File: src/hdl/swsb_pkg.sv
`timescale 1ns / 1ps
`default_nettype none
// ============================================================================
// swsb_pkg
// Shared types and constants for the scanline window span builder.
// ============================================================================
package swsb_pkg;

    // Position and count width; covers lists of up to 16 segments plus margin.
    localparam int POS_W = 5;

    localparam int MAX_SEGMENTS_DEF = 8;

    localparam logic [7:0]       LINE_WIDTH    = 8'd240;
    localparam logic [7:0]       VISIBLE_LINES = 8'd160;
    localparam logic [7:0]       NO_WIN_CTL    = 8'hFF;
    localparam logic [POS_W-1:0] RESULT_LIMIT  = POS_W'(8);

    // Up to four pieces per line: window 1 (two pieces) then window 0 (two).
    localparam logic [2:0] PIECES_DONE = 3'd4;

    localparam int CFG_IDX_W  = 3;
    localparam int CFG_DATA_W = 16;

    typedef enum logic [CFG_IDX_W-1:0] {
        CFG_WIN0_H   = 3'd0,
        CFG_WIN1_H   = 3'd1,
        CFG_WIN0_V   = 3'd2,
        CFG_WIN1_V   = 3'd3,
        CFG_INSIDE   = 3'd4,
        CFG_OUTSIDE  = 3'd5,
        CFG_ENABLES  = 3'd6
    } t_cfg_reg;

    typedef enum logic [2:0] {
        CELL_HOLD,
        CELL_INIT,
        CELL_SPLIT,
        CELL_WRITE,
        CELL_OPEN,
        CELL_TRIM,
        CELL_SHIFT
    } t_cell_op;

    // Broadcast to every cell of the row.
    typedef struct packed {
        t_cell_op         op;
        logic [POS_W-1:0] pos;
        logic [POS_W-1:0] top;
        logic [POS_W-1:0] count;
        logic [7:0]       lo_end;   // piece start column
        logic [7:0]       hi_end;   // piece end column, or restored end on open
        logic [7:0]       ctl;
    } t_cell_cmd;

    // Per-cell status back to the sequencer.
    typedef struct packed {
        logic first;   // first valid entry with start < seg_end
        logic split;   // start lies past this entry's left edge
        logic ge;      // piece end >= seg_end
    } t_cell_stat;

    typedef struct packed {
        logic       valid;
        logic [7:0] start;
        logic [7:0] seg_end;
        logic [7:0] ctl;
    } t_piece;

    typedef enum logic [3:0] {
        ST_IDLE,
        ST_INIT,
        ST_PREP,
        ST_FIND,
        ST_SPLIT,
        ST_WRITE,
        ST_TRIM,
        ST_OPEN,
        ST_EMIT
    } t_state;

endpackage
`default_nettype wire

File: src/hdl/swsb_cell.sv
`timescale 1ns / 1ps
`default_nettype none
// ============================================================================
// swsb_cell
// One entry of the segment row: end column and control, neighbor moves.
// ============================================================================
module swsb_cell #(
    parameter int IDX = 0
) (
    input  logic                  i_clk,
    input  swsb_pkg::t_cell_cmd   i_cmd,
    input  logic [7:0]            i_prev_end,
    input  logic [7:0]            i_prev_ctl,
    input  logic [7:0]            i_next_end,
    input  logic [7:0]            i_next_ctl,
    input  logic                  i_seen,
    output logic [7:0]            o_end,
    output logic [7:0]            o_ctl,
    output logic                  o_seen,
    output swsb_pkg::t_cell_stat  o_stat
);
    import swsb_pkg::*;

    localparam logic [POS_W-1:0] IDX_V = POS_W'(IDX);

    logic [7:0]       r_end, n_end;
    logic [7:0]       r_ctl, n_ctl;
    logic [POS_W-1:0] pos1;
    logic             at_pos, at_pos1, above_pos, above_pos1, le_top;
    logic             valid, hit;

    assign pos1       = i_cmd.pos + POS_W'(1);
    assign at_pos     = (IDX_V == i_cmd.pos);
    assign at_pos1    = (IDX_V == pos1);
    assign above_pos  = (IDX_V > i_cmd.pos);
    assign above_pos1 = (IDX_V > pos1);
    assign le_top     = (IDX_V <= i_cmd.top);

    assign valid = (IDX_V < i_cmd.count);
    assign hit   = valid && (i_cmd.lo_end < r_end);

    assign o_stat.first = hit && !i_seen;
    assign o_stat.split = (i_cmd.lo_end > i_prev_end);
    assign o_stat.ge    = (i_cmd.hi_end >= r_end);
    assign o_seen       = i_seen | hit;
    assign o_end        = r_end;
    assign o_ctl        = r_ctl;

    always_comb begin
        n_end = r_end;
        n_ctl = r_ctl;
        case (i_cmd.op)
            CELL_INIT: begin
                if (IDX_V == '0) begin
                    n_end = LINE_WIDTH;
                    n_ctl = i_cmd.ctl;
                end
            end
            CELL_SPLIT: begin
                // Left part keeps its control, piece goes right after it.
                if (at_pos) begin
                    n_end = i_cmd.lo_end;
                end else if (at_pos1) begin
                    n_end = i_cmd.hi_end;
                    n_ctl = i_cmd.ctl;
                end else if (above_pos1 && le_top) begin
                    n_end = i_prev_end;
                    n_ctl = i_prev_ctl;
                end
            end
            CELL_WRITE: begin
                if (at_pos) begin
                    n_end = i_cmd.hi_end;
                    n_ctl = i_cmd.ctl;
                end
            end
            CELL_OPEN: begin
                if (at_pos) begin
                    n_end = i_cmd.hi_end;
                    n_ctl = i_cmd.ctl;
                end else if (above_pos && le_top) begin
                    n_end = i_prev_end;
                    n_ctl = i_prev_ctl;
                end
            end
            CELL_TRIM: begin
                if (at_pos) begin
                    n_end = i_next_end;
                    n_ctl = i_next_ctl;
                end
            end
            CELL_SHIFT: begin
                n_end = i_next_end;
                n_ctl = i_next_ctl;
            end
            default: begin
                n_end = r_end;
                n_ctl = r_ctl;
            end
        endcase
    end

    always_ff @(posedge i_clk) begin
        r_end <= n_end;
        r_ctl <= n_ctl;
    end

endmodule
`default_nettype wire

File: src/hdl/swsb_piece_gen.sv
`timescale 1ns / 1ps
`default_nettype none
// ============================================================================
// swsb_piece_gen
// Clamps a window's registers and yields one horizontal piece to place.
// ============================================================================
module swsb_piece_gen (
    input  logic [15:0]       i_win0_h,
    input  logic [15:0]       i_win1_h,
    input  logic [15:0]       i_win0_v,
    input  logic [15:0]       i_win1_v,
    input  logic [15:0]       i_inside,
    input  logic [1:0]        i_enables,
    input  logic [7:0]        i_line,
    input  logic [1:0]        i_piece,
    output swsb_pkg::t_piece  o_piece
);
    import swsb_pkg::*;

    typedef struct packed {
        logic [7:0] lo;
        logic [7:0] hi;
    } t_range;

    function automatic t_range clamp_range(input logic [15:0] reg_v,
                                           input logic [7:0]  limit);
        t_range r;
        r.hi = reg_v[7:0];
        r.lo = reg_v[15:8];
        if (r.lo > limit && r.lo > r.hi) begin
            r.lo = 8'd0;
        end
        if (r.hi > limit) begin
            r.hi = limit;
            if (r.lo > limit) begin
                r.lo = limit;
            end
        end
        return r;
    endfunction

    logic        sel_w0;
    logic [15:0] h_reg, v_reg;
    logic [7:0]  ctl;
    logic        en;
    t_range      hr, vr;
    logic        v_active, wrap, has;
    logic [7:0]  start, seg_end;

    // Pieces 0/1 belong to window 1, pieces 2/3 to window 0.
    assign sel_w0 = i_piece[1];
    assign h_reg  = sel_w0 ? i_win0_h : i_win1_h;
    assign v_reg  = sel_w0 ? i_win0_v : i_win1_v;
    assign ctl    = sel_w0 ? i_inside[7:0] : i_inside[15:8];
    assign en     = sel_w0 ? i_enables[0] : i_enables[1];

    assign hr = clamp_range(h_reg, LINE_WIDTH);
    assign vr = clamp_range(v_reg, VISIBLE_LINES);

    // Vertical range may wrap past the bottom of the frame.
    assign v_active = (vr.hi >= vr.lo) ? (i_line >= vr.lo && i_line < vr.hi)
                                       : !(i_line >= vr.hi && i_line < vr.lo);
    assign wrap = (hr.hi < hr.lo);

    always_comb begin
        if (!i_piece[0]) begin
            start   = wrap ? 8'd0 : hr.lo;
            seg_end = hr.hi;
            has     = 1'b1;
        end else begin
            start   = hr.lo;
            seg_end = LINE_WIDTH;
            has     = wrap;
        end
    end

    assign o_piece.valid   = en && v_active && has && (seg_end != 8'd0);
    assign o_piece.start   = start;
    assign o_piece.seg_end = seg_end;
    assign o_piece.ctl     = ctl;

endmodule
`default_nettype wire

File: src/hdl/scanline_window_span_builder.sv
`timescale 1ns / 1ps
`default_nettype none
// Output: segments leave one per cycle while i_m_axis_tready is high; a new line is
//   accepted only once every segment of the previous line has been issued.
// Reset (i_rst_n low, synchronous): configuration registers to zero, sequencer idle, output
//   empty; the segment cells are not cleared.
// ============================================================================
// scanline_window_span_builder
// Builds the ordered window segment list for one scanline and streams it out.
// ============================================================================
module scanline_window_span_builder #(
    parameter int MAX_SEGMENTS = swsb_pkg::MAX_SEGMENTS_DEF
) (
    input  logic                            i_clk,
    input  logic                            i_rst_n,
    // configuration write channel
    input  logic                            i_cfg_valid,
    output logic                            o_cfg_ready,
    input  logic [swsb_pkg::CFG_IDX_W-1:0]  i_cfg_index,
    input  logic [swsb_pkg::CFG_DATA_W-1:0] i_cfg_data,
    // line input
    input  logic                            i_s_axis_tvalid,
    output logic                            o_s_axis_tready,
    input  logic [7:0]                      i_s_axis_tdata,  // [7:0] line
    // segment output
    output logic                            o_m_axis_tvalid,
    input  logic                            i_m_axis_tready,
    output logic [15:0]                     o_m_axis_tdata,  // [7:0] segment_end,
                                                             // [15:8] segment_control
    output logic                            o_m_axis_tlast   // last_segment
);
    import swsb_pkg::*;

    localparam int               IW    = $clog2(MAX_SEGMENTS);
    localparam int               GE_N  = 2 ** IW;
    localparam logic [POS_W-1:0] MAX_P = POS_W'(MAX_SEGMENTS);
    localparam logic [POS_W-1:0] TOP_P = POS_W'(MAX_SEGMENTS - 1);

    // ------------------------------------------------------------------
    // Configuration registers
    // ------------------------------------------------------------------
    logic [15:0] r_win0_h, r_win1_h, r_win0_v, r_win1_v, r_inside;
    logic [7:0]  r_outside;
    logic [2:0]  r_enables;
    logic        cfg_we;

    assign o_cfg_ready = 1'b1;
    assign cfg_we      = i_cfg_valid && o_cfg_ready;

    always_ff @(posedge i_clk) begin
        if (!i_rst_n) begin
            r_win0_h  <= '0;
            r_win1_h  <= '0;
            r_win0_v  <= '0;
            r_win1_v  <= '0;
            r_inside  <= '0;
            r_outside <= '0;
            r_enables <= '0;
        end else if (cfg_we) begin
            case (i_cfg_index)
                CFG_WIN0_H:  r_win0_h  <= i_cfg_data;
                CFG_WIN1_H:  r_win1_h  <= i_cfg_data;
                CFG_WIN0_V:  r_win0_v  <= i_cfg_data;
                CFG_WIN1_V:  r_win1_v  <= i_cfg_data;
                CFG_INSIDE:  r_inside  <= i_cfg_data;
                CFG_OUTSIDE: r_outside <= i_cfg_data[7:0];
                CFG_ENABLES: r_enables <= i_cfg_data[2:0];
                default: ;  // writes past the register list are dropped
            endcase
        end
    end

    // ------------------------------------------------------------------
    // Sequencer state
    // ------------------------------------------------------------------
    t_state           r_state, n_state;
    logic [7:0]       r_line, n_line;
    logic [2:0]       r_piece, n_piece;
    logic [7:0]       r_start, n_start;
    logic [7:0]       r_end, n_end;
    logic [7:0]       r_ctl, n_ctl;
    logic [7:0]       r_old_end, n_old_end;
    logic [7:0]       r_old_ctl, n_old_ctl;
    logic [POS_W-1:0] r_pos, n_pos;
    logic [POS_W-1:0] r_count, n_count;
    logic [POS_W-1:0] r_remain, n_remain;

    logic             r_out_valid, n_out_valid;
    logic [7:0]       r_out_end, n_out_end;
    logic [7:0]       r_out_ctl, n_out_ctl;
    logic             r_out_last, n_out_last;

    t_cell_cmd        cmd;
    t_piece           piece;

    // ------------------------------------------------------------------
    // Piece generator: clamping, vertical test and wrap split
    // ------------------------------------------------------------------
    swsb_piece_gen u_piece_gen (
        .i_win0_h  (r_win0_h),
        .i_win1_h  (r_win1_h),
        .i_win0_v  (r_win0_v),
        .i_win1_v  (r_win1_v),
        .i_inside  (r_inside),
        .i_enables (r_enables[1:0]),
        .i_line    (r_line),
        .i_piece   (r_piece[1:0]),
        .o_piece   (piece)
    );

    // ------------------------------------------------------------------
    // Cell row. Entry i lives in cell i; neighbors trade entries for
    // inserts (move up), trims and the output drain (move down).
    // ------------------------------------------------------------------
    logic [7:0]          w_end  [MAX_SEGMENTS];
    logic [7:0]          w_ctl  [MAX_SEGMENTS];
    t_cell_stat          w_stat [MAX_SEGMENTS];
    logic [MAX_SEGMENTS:0] w_seen;
    logic [MAX_SEGMENTS-1:0] w_first;
    logic [GE_N-1:0]     w_ge;

    assign w_seen[0] = 1'b0;

    for (genvar i = 0; i < MAX_SEGMENTS; i++) begin : g_cell
        logic [7:0] prev_end, prev_ctl, next_end, next_ctl;

        if (i == 0) begin : g_head
            assign prev_end = 8'd0;
            assign prev_ctl = 8'd0;
        end else begin : g_body
            assign prev_end = w_end[i-1];
            assign prev_ctl = w_ctl[i-1];
        end

        if (i == MAX_SEGMENTS - 1) begin : g_tail
            assign next_end = 8'd0;
            assign next_ctl = 8'd0;
        end else begin : g_link
            assign next_end = w_end[i+1];
            assign next_ctl = w_ctl[i+1];
        end

        swsb_cell #(.IDX(i)) u_cell (
            .i_clk      (i_clk),
            .i_cmd      (cmd),
            .i_prev_end (prev_end),
            .i_prev_ctl (prev_ctl),
            .i_next_end (next_end),
            .i_next_ctl (next_ctl),
            .i_seen     (w_seen[i]),
            .o_end      (w_end[i]),
            .o_ctl      (w_ctl[i]),
            .o_seen     (w_seen[i+1]),
            .o_stat     (w_stat[i])
        );

        assign w_first[i] = w_stat[i].first;
        assign w_ge[i]    = w_stat[i].ge;
    end

    for (genvar i = MAX_SEGMENTS; i < GE_N; i++) begin : g_ge_pad
        assign w_ge[i] = 1'b0;
    end

    // Gather the first overlapped entry (one-hot, so an AND-OR mux).
    logic             win_found, win_split;
    logic [POS_W-1:0] win_pos;
    logic [7:0]       win_end, win_ctl;

    assign win_found = w_seen[MAX_SEGMENTS];

    always_comb begin
        win_split = 1'b0;
        win_pos   = '0;
        win_end   = '0;
        win_ctl   = '0;
        for (int i = 0; i < MAX_SEGMENTS; i++) begin
            win_split = win_split | (w_first[i] & w_stat[i].split);
            win_pos   = win_pos | (w_first[i] ? POS_W'(i) : '0);
            win_end   = win_end | (w_first[i] ? w_end[i] : 8'd0);
            win_ctl   = win_ctl | (w_first[i] ? w_ctl[i] : 8'd0);
        end
    end

    // ------------------------------------------------------------------
    // Next state and cell commands
    // ------------------------------------------------------------------
    logic             in_acc, out_free, trim_go;
    logic [POS_W-1:0] pos_p1, pos_p2, cnt_inc, list_top;

    assign o_s_axis_tready = (r_state == ST_IDLE);
    assign in_acc   = i_s_axis_tvalid && o_s_axis_tready;
    assign out_free = !r_out_valid || i_m_axis_tready;
    assign pos_p1   = r_pos + POS_W'(1);
    assign pos_p2   = r_pos + POS_W'(2);
    // A full list drops its last entry on insert.
    assign cnt_inc  = (r_count < MAX_P) ? (r_count + POS_W'(1)) : r_count;
    assign list_top = (r_count >= MAX_P) ? TOP_P : r_count;
    assign trim_go  = (r_count > pos_p1) && (pos_p1 < MAX_P) && w_ge[r_pos[IW-1:0]];

    always_comb begin
        n_state     = r_state;
        n_line      = r_line;
        n_piece     = r_piece;
        n_start     = r_start;
        n_end       = r_end;
        n_ctl       = r_ctl;
        n_old_end   = r_old_end;
        n_old_ctl   = r_old_ctl;
        n_pos       = r_pos;
        n_count     = r_count;
        n_remain    = r_remain;
        n_out_valid = r_out_valid;
        n_out_end   = r_out_end;
        n_out_ctl   = r_out_ctl;
        n_out_last  = r_out_last;

        if (i_m_axis_tready) begin
            n_out_valid = 1'b0;
        end

        cmd.op     = CELL_HOLD;
        cmd.pos    = r_pos;
        cmd.top    = list_top;
        cmd.count  = r_count;
        cmd.lo_end = r_start;
        cmd.hi_end = r_end;
        cmd.ctl    = r_ctl;

        case (r_state)
            ST_IDLE: begin
                if (in_acc) begin
                    n_line  = i_s_axis_tdata;
                    n_state = ST_INIT;
                end
            end
            ST_INIT: begin
                // Whole line starts as one segment; no windows means all layers on.
                cmd.op  = CELL_INIT;
                cmd.ctl = (r_enables != 3'd0) ? r_outside : NO_WIN_CTL;
                n_count = POS_W'(1);
                n_piece = (r_enables != 3'd0) ? 3'd0 : PIECES_DONE;
                n_state = ST_PREP;
            end
            ST_PREP: begin
                if (r_piece == PIECES_DONE) begin
                    n_remain = (r_count < RESULT_LIMIT) ? r_count : RESULT_LIMIT;
                    n_state  = ST_EMIT;
                end else if (piece.valid) begin
                    n_start = piece.start;
                    n_end   = piece.seg_end;
                    n_ctl   = piece.ctl;
                    n_state = ST_FIND;
                end else begin
                    n_piece = r_piece + 3'd1;
                end
            end
            ST_FIND: begin
                // Cells compare the piece start against their ends.
                if (!win_found) begin
                    n_piece = r_piece + 3'd1;
                    n_state = ST_PREP;
                end else begin
                    n_pos     = win_pos;
                    n_old_end = win_end;
                    n_old_ctl = win_ctl;
                    n_state   = win_split ? ST_SPLIT : ST_WRITE;
                end
            end
            ST_SPLIT: begin
                cmd.op  = CELL_SPLIT;
                n_count = cnt_inc;
                if (pos_p1 >= MAX_P) begin
                    n_piece = r_piece + 3'd1;
                    n_state = ST_PREP;
                end else if (r_end >= r_old_end) begin
                    n_pos   = pos_p2;
                    n_state = ST_TRIM;
                end else if (pos_p2 >= MAX_P) begin
                    n_piece = r_piece + 3'd1;
                    n_state = ST_PREP;
                end else begin
                    n_pos   = pos_p2;
                    n_state = ST_OPEN;
                end
            end
            ST_WRITE: begin
                cmd.op = CELL_WRITE;
                if (r_end >= r_old_end) begin
                    n_pos   = pos_p1;
                    n_state = ST_TRIM;
                end else if (pos_p1 >= MAX_P) begin
                    n_piece = r_piece + 3'd1;
                    n_state = ST_PREP;
                end else begin
                    n_pos   = pos_p1;
                    n_state = ST_OPEN;
                end
            end
            ST_TRIM: begin
                // One covered entry folded per cycle.
                if (trim_go) begin
                    cmd.op  = CELL_TRIM;
                    n_count = r_count - POS_W'(1);
                    n_pos   = pos_p1;
                end else begin
                    n_piece = r_piece + 3'd1;
                    n_state = ST_PREP;
                end
            end
            ST_OPEN: begin
                // Re-insert the remainder of the segment the piece landed in.
                cmd.op     = CELL_OPEN;
                cmd.hi_end = r_old_end;
                cmd.ctl    = r_old_ctl;
                n_count    = cnt_inc;
                n_piece    = r_piece + 3'd1;
                n_state    = ST_PREP;
            end
            ST_EMIT: begin
                // Drain from cell 0, row moves down one entry per transaction.
                if (out_free) begin
                    cmd.op      = CELL_SHIFT;
                    n_out_valid = 1'b1;
                    n_out_end   = w_end[0];
                    n_out_ctl   = w_ctl[0];
                    n_out_last  = (r_remain == POS_W'(1));
                    n_remain    = r_remain - POS_W'(1);
                    if (r_remain == POS_W'(1)) begin
                        n_state = ST_IDLE;
                    end
                end
            end
            default: begin
                n_state = ST_IDLE;
            end
        endcase
    end

    always_ff @(posedge i_clk) begin
        if (!i_rst_n) begin
            r_state     <= ST_IDLE;
            r_piece     <= '0;
            r_pos       <= '0;
            r_count     <= '0;
            r_remain    <= '0;
            r_out_valid <= 1'b0;
        end else begin
            r_state     <= n_state;
            r_piece     <= n_piece;
            r_pos       <= n_pos;
            r_count     <= n_count;
            r_remain    <= n_remain;
            r_out_valid <= n_out_valid;
        end
    end

    always_ff @(posedge i_clk) begin
        r_line     <= n_line;
        r_start    <= n_start;
        r_end      <= n_end;
        r_ctl      <= n_ctl;
        r_old_end  <= n_old_end;
        r_old_ctl  <= n_old_ctl;
        r_out_end  <= n_out_end;
        r_out_ctl  <= n_out_ctl;
        r_out_last <= n_out_last;
    end

    assign o_m_axis_tvalid = r_out_valid;
    assign o_m_axis_tdata  = {r_out_ctl, r_out_end};
    assign o_m_axis_tlast  = r_out_last;

    // ------------------------------------------------------------------
    // Assertions
    // ------------------------------------------------------------------
    a_count_bound: assert property (@(posedge i_clk) disable iff (!i_rst_n)
        r_count <= MAX_P)
        else $error("segment count above list depth");

    a_first_unique: assert property (@(posedge i_clk) disable iff (!i_rst_n)
        (r_state == ST_FIND) |-> $onehot0(w_first))
        else $error("more than one first overlapped entry");

    a_emit_remain: assert property (@(posedge i_clk) disable iff (!i_rst_n)
        (r_state == ST_EMIT) |-> (r_remain != '0) && (r_remain <= RESULT_LIMIT))
        else $error("drain count out of range");

    a_last_ends_line: assert property (@(posedge i_clk) disable iff (!i_rst_n)
        (r_state == ST_EMIT && out_free && r_remain == POS_W'(1))
            |=> (r_state == ST_IDLE) && o_m_axis_tvalid && o_m_axis_tlast)
        else $error("final segment not marked last");

endmodule
`default_nettype wire

File: config.mk
export PLATFORM = sky130hd
export DESIGN_NAME = scanline_window_span_builder
export DESIGN_NICKNAME = d
export VERILOG_FILES = /design/src/hdl/swsb_pkg.sv /design/src/hdl/swsb_cell.sv /design/src/hdl/swsb_piece_gen.sv /design/src/hdl/scanline_window_span_builder.sv
export SDC_FILE = /design/constraint.sdc
export NUM_CORES = 1
export LEC_CHECK = 0
export BUFFER_PORTS_ARGS = -buffer_cell sky130_fd_sc_hd__clkbuf_2
export CORE_ASPECT_RATIO = 1.1
export CORE_MARGIN = 10
export CORE_UTILIZATION = 45
export CTS_BUF_LIST = sky130_fd_sc_hd__clkbuf_4
export DETAILED_ROUTE_END_ITERATION = 7
export SYNTH_ARGS = -nofsm -noshare
export SYNTH_HDL_FRONTEND = slang
export SYNTH_HIERARCHICAL = 1
export SYNTH_SLANG_ARGS = --single-unit
File: constraint.sdc
create_clock -name i_clk -period 17.21 [get_ports i_clk]
set_input_delay 0.8605 -clock i_clk [delete_from_list [all_inputs] [get_ports i_clk]]
set_output_delay 0.8605 -clock i_clk [all_outputs]
set_load 0.05 [all_outputs]
==> flow_summary.json, run 1 <==
{
  "status": "completed",
  "cts_tree": "built",
  "hpwl_mm": 64.2,
  "drv_slew": 0,
  "synth_edf_count": 193,
  "die_h_um": 275,
  "whs_ps": 224,
  "fin_setup_tns_ps": 0,
  "drt_wl_total_mm": 90.5,
  "hp-start": "i_s_axis_tdata[5]",
  "clock_sinks": 307,
  "r2r-start": "r_state[0]",
  "grt_max_degree": 123,
  "post-route-util": 0.491,
  "cp-start-kind": "flop",
  "ys_seq_area_frac": 0.304,
  "initial_core_util": 0.454,
  "cts_max_level": 3,
  "drcViolationCount": 0,
  "synth-seq-cells": 307,
  "critPathMaxFanout": 66,
  "clk_latency_ps": 880,
  "p_per_area_nw_per_um2": 87.2,
  "row_count": 93,
  "fin_crit_sh": 0.421,
  "layout_commonest_cell": "nand2_1",
  "ys.flop_type": "edfxtp_1",
  "cts.root.buffer_cell": "clkbuf_4",
  "synth_area_um2": 26600,
  "grt.busiest_layer": "met2",
  "dr.pass1.iters": 8,
  "die_w_um": 252,
  "areaGrowthSynthToFinish_pct": 8.20,
  "fmax_mhz": 138,
  "viasPerCell": 6.28,
  "place_congestion": 0.950,
  "fin_nets": 3366,
  "ys_warn_count": 6,
  "slew_headroom": 0.125,
  "postCtsHoldBufs": 0,
  "muxShareOfSynthArea": 0.0690,
  "required_ps": 17800,
  "ctsResizeCount": 0,
  "worst_slack_ps": 9970,
  "grt_remaining_overflow": 0,
  "cts_setup_buffers": 0,
  "rsz0062_at_grt": "no",
  "post-place-ws_ps": 10100,
  "track_usage": 0.256,
  "min_period_ps": 7240,
  "globalRouteMet1Util": 0.305,
  "use_met3": 0.0396,
  "grt_pass1_wl_mm": 139,
  "cts_max_path_buffers": 3,
  "ys_async_sr_fraction": 0,
  "worst-slew-pin-transition_ps": 1300,
  "finalPower_mw": 2.51,
  "drt_iter0_drc": 2366,
  "numCtsBuffers": 89,
  "drv_cap": 0,
  "hp-class": "in -> reg",
  "synth.distinct_cells": 130,
  "met2_usage": 0.436,
  "synth_cells": 2956,
  "cp.arrival_ps": 7830,
  "ir_drop_mv": 0.0616,
  "core_um2": 58500,
  "clk_pin_slew_ps": 70,
  "synthXorXnorAreaFrac": 0.00857,
  "die-area_um2": 69200,
  "vias": 24500,
  "syn_avg_cell_area_um2": 8.99,
  "clock_skew_ps": 122,
  "synth_simple_gate_area_share": 0.168,
  "synth_compound_gate_area_share": 0.264,
  "hold_viol": 0,
  "critical_path_class": "reg -> reg",
  "synth-adder-area-share": 0.127,
  "layout_common_cells": "371 x nand2_1, 265 x ha_1, 193 x edfxtp_1",
  "antenna_found_initial": 2,
  "leakagePower_nw": 11.7,
  "setup.worst_path.end_class": "flop",
  "drive_above_1_share": 0.119,
  "cp-startpoint": "r_state[0]",
  "wl_per_cell_um": 23.2,
  "ios": 52,
  "grt_pass1_vias": 24100,
  "io_buffers": 50,
  "postRouteAntennaNets": 0,
  "setup_viol": 0,
  "synth_top_family_by_area": "compound AO/OA/AOI/OAI gates"
}
critical path, stage by stage (launching register included):
cell and delay [ps]:
dfxtp_1 770, and2b_2 270, nand3_1 500, o21ai_2 320
buf_4 450, ha_1 270, a211oi_1 60, o31ai_1 320
nand3_1 120, nand2_1 90, mux4_2 230, o22ai_1 140
a21oi_1 230, nand4_2 250, o21ai_4 140, buf_4 460
buf_4 630, and3b_1 800, nor3b_4 160, a222oi_1 320
o21ai_1 110, a221o_1 280
kinds of logic (layout without fill, tap and decap cells):
logic type / Yosys count / in the layout
AND/OR/NAND/NOR: 883 / 883
buffers and inverters: 337 / 445
multiplexers: 174 / 174
AO/OA/AOI/OAI: 956 / 956
XOR/XNOR: 26 / 26
adder cells (fa/ha/maj): 271 / 271
flip-flops: 307 / 307
other: 2 / 75
synth_stat cells (all sizes together) (70+ instances only):
cell    number  area share
ha         265        0.12
buf         70       0.021
a221o       84       0.032
clkbuf      80       0.012
dfxtp      114       0.086
mux2i      124       0.047
nor2       135       0.020
a21oi      134       0.026
edfxtp     193        0.22
nand2      373       0.053
inv        187       0.026
o21ai      190       0.036
a21boi     101       0.029
a22oi      127       0.036
sequential cells by signal, summed over array words and instances, names as in the netlist, 16 cells and up:
register             cells
r_win0_v                16
r_inside                16
r_win1_v                16
r_win0_h                16
g_cell.u_cell/o_end     64
g_cell.u_cell/o_ctl     64
r_win1_h                16
path summary, 6_finish.rpt:
check | slack, ps | to | cells after the start
max | 9970 | g_cell[4].u_cell/o_end[5] | 21
min | 220 | r_line[5] | 1
max reg2reg | 9970 | g_cell[4].u_cell/o_end[5] | 21
min reg2reg | 470 | r_inside[4] | 2
routing by layer:
| layer | vias up | wire (um) |
|---|---|---|
| met3 | 263 | 7350 |
| met4 | 2 | 4890 |
| met2 | 1073 | 43200 |
| li1 | 11500 | - |
| met1 | 11700 | 35100 |
| met5 | - | 13 |
stage by stage:
stage	cell area [um^2]	instances
detailed placement	27700	3737
global placement	27700	3737
finish	28800	3897
global route	28800	3897
floorplan	26900	3028
CTS	28800	3896
power by group:
group / leakage [nW] / internal [mW] / switching, mW
Sequential: 2.67 / 0.893 / 0.130
Combinational: 8.43 / 0.307 / 0.501
Clock: 0.641 / 0.330 / 0.346
Total: 11.7 / 1.53 / 0.977
cell type report:
cell class,count,area (um^2)
multi-input cells,2384,17300
inverters,187,702
clock buffers,122,916
diodes,1,2.50
clock inverters,37,168
well taps,760,951
fillers,5570,29800
flip-flops and latches,307,8080
repair buffers,99,618
Note: power is estimated with default switching activity, not from simulation.
==> run 2, diff against run 1 <==
- clock period: 17.21 -> 7.1 ns (I/O delays scaled with it)
==> flow_summary.json, run 2 (synthesis results as in run 1) <==
{
  "min_period_ps": 6440,
  "clk_pin_slew_ps": 60,
  "critical_path_class": "reg -> reg",
  "hold_viol": 0,
  "rsz0062_at_grt": "no",
  "crit_top_cell": "a21oi_1",
  "pwr-share-clk": 0.272,
  "stdcell_count": 3958,
  "place_area_um2": 27900,
  "hpwl_mm": 67.0,
  "fin_crit_sh": 0.907,
  "initial_core_util": 0.454,
  "p_sw_mw": 2.40,
  "ir_drop_mv": 0.140,
  "postRouteAntennaNets": 0,
  "switching_share": 0.388,
  "core_um2": 58500,
  "fin_nets": 3424,
  "fin_area_um2": 29300,
  "clk_latency_ps": 860,
  "comb_power_share": 0.330,
  "grt_pass1_vias": 24300,
  "worst-slew-pin-transition_ps": 1340,
  "critPathSlowestCell": "o21ai_2",
  "cp_num_buf_inv": 2,
  "io_buffers": 50,
  "fmax_mhz": 155,
  "drive_above_1_share": 0.126,
  "p_seq_frac": 0.398,
  "drv_cap": 0,
  "die_h_um": 275,
  "layout_common_cells": "371 x nand2_1, 265 x ha_1, 193 x edfxtp_1",
  "placed_cells": 3766,
  "cts.root.buffer_cell": "clkbuf_4",
  "cts_tree": "built",
  "wl_per_cell_um": 23.5,
  "cts_max_level": 3,
  "drt_iter0_drc": 2257,
  "fin_setup_tns_ps": 0,
  "numCtsBuffers": 87,
  "cp-start-kind": "flop",
  "hp-class": "in -> reg",
  "antenna_found_initial": 2,
  "place_congestion": 0.976,
  "grt_pass1_wl_mm": 142,
  "ios": 52,
  "cell_internal_pwr_mw": 3.78,
  "critPathMaxFanout": 34,
  "setup_viol": 0,
  "drv_slew": 0,
  "cpPeakStageDelay_ps": 740,
  "leakagePower_nw": 12.0,
  "required_ps": 7660,
  "cts_max_path_buffers": 3,
  "slew_headroom": 0.0980,
  "grt_remaining_overflow": 0,
  "clock_skew_ps": 91.7,
  "drt_wl_total_mm": 93.1,
  "grt_max_degree": 123,
  "clock_sinks": 307,
  "viasPerCell": 6.26,
  "path_delay_family": "compound AO/OA/AOI/OAI gates",
  "die-area_um2": 69200,
  "cp.arrival_ps": 6990,
  "violations": "DRC",
  "finalPower_mw": 6.18,
  "p_per_area_nw_per_um2": 211,
  "status": "complete, but fails checks",
  "drcViolationCount": 8,
  "areaGrowthSynthToFinish_pct": 10.2,
  "ctsResizeCount": 0,
  "die_w_um": 252,
  "row_count": 93,
  "setup.worst_path.end_class": "flop",
  "vias": 24800,
  "track_usage": 0.262,
  "layout_commonest_cell": "nand2_1",
  "crit_chain": "and2b_2 -> and3_1 -> o21ai_2 -> inv_1 -> ha_1 -> nand2b_1 -> a21o_1 -> a21oi_1 -> o21ai_0 -> o41a_1 -> mux4_2 -> o22ai_1 -> a21oi_1 -> nand4_2 -> o21ai_4 -> buf_4 -> xor2_1 -> and2_1 -> a222oi_1 -> o21ai_1 -> a221o_1",
  "dr.pass1.iters": 8
}
==> run 2: routing by layer <==
layer / global-route usage / share of wire / wire [um] / vias to the layer above
met1: 0.309 / 0.39 / 36700 / 11900
met5: 0 / 0 / 0 / -
met2: 0.451 / 0.48 / 44700 / 1035
met4: 0.132 / 0.049 / 4520 / 0
li1: - / - / - / 11600
met3: 0.0463 / 0.077 / 7190 / 238
==> run 2: metrics by stage <==
step	utilization	setup WS (ps)	hold WS, ps
after floorplan	-	71.9	440
after global placement	0.476	900	450
after detailed placement	0.476	733	457
after CTS	0.501	724	202
after global routing	0.501	369	259
final	0.501	664	299
==> run 2: path summary, 6_finish.rpt <==
kind                           from                         to  slack (ps)  cells past startpoint
setup / recovery         r_state[3]  g_cell[2].u_cell/o_end[0]         660                     21
hold / removal    i_s_axis_tdata[5]                  r_line[5]         300                      2
setup reg to reg         r_state[3]  g_cell[2].u_cell/o_end[0]         660                     21
hold reg to reg        r_outside[1]               r_outside[1]         460                      2
==> run 2: layout make-up <==
| type | instances | area, um^2 |
|---|---|---|
| diodes | 3 | 7.51 |
| clock buffers | 121 | 908 |
| clock inverters | 37 | 206 |
| fillers | 5593 | 29200 |
| inverters | 187 | 702 |
| multi-input cells | 2384 | 17300 |
| flip-flops and latches | 307 | 8080 |
| well taps | 760 | 951 |
| repair buffers | 159 | 1140 |
==> run 2: power groups by stage <==
| stage | sequential [mW] | combinational, mW | clock (mW) |
|---|---|---|---|
| 6_report | 2.46 | 2.04 | 1.68 |
| 5_1_grt | 2.47 | 2.24 | 1.83 |
| 4_1_cts | 2.44 | 2.01 | 1.74 |
| 3_5_place_dp | 2.48 | 1.98 | 0 |
| 3_3_place_gp | 2.48 | 1.91 | 0 |
| 2_1_floorplan | 2.33 | 1.46 | 0 |
==> run 2: timing repair <==
| item | 4_1_cts | 5_1_grt |
|---|---|---|
| hold endpoints to repair | 101 | 0 |
| hold buffers | 30 | 0 |
| endpoints found under the setup margin | 0 | 0 |
| setup buffers | 0 | 0 |
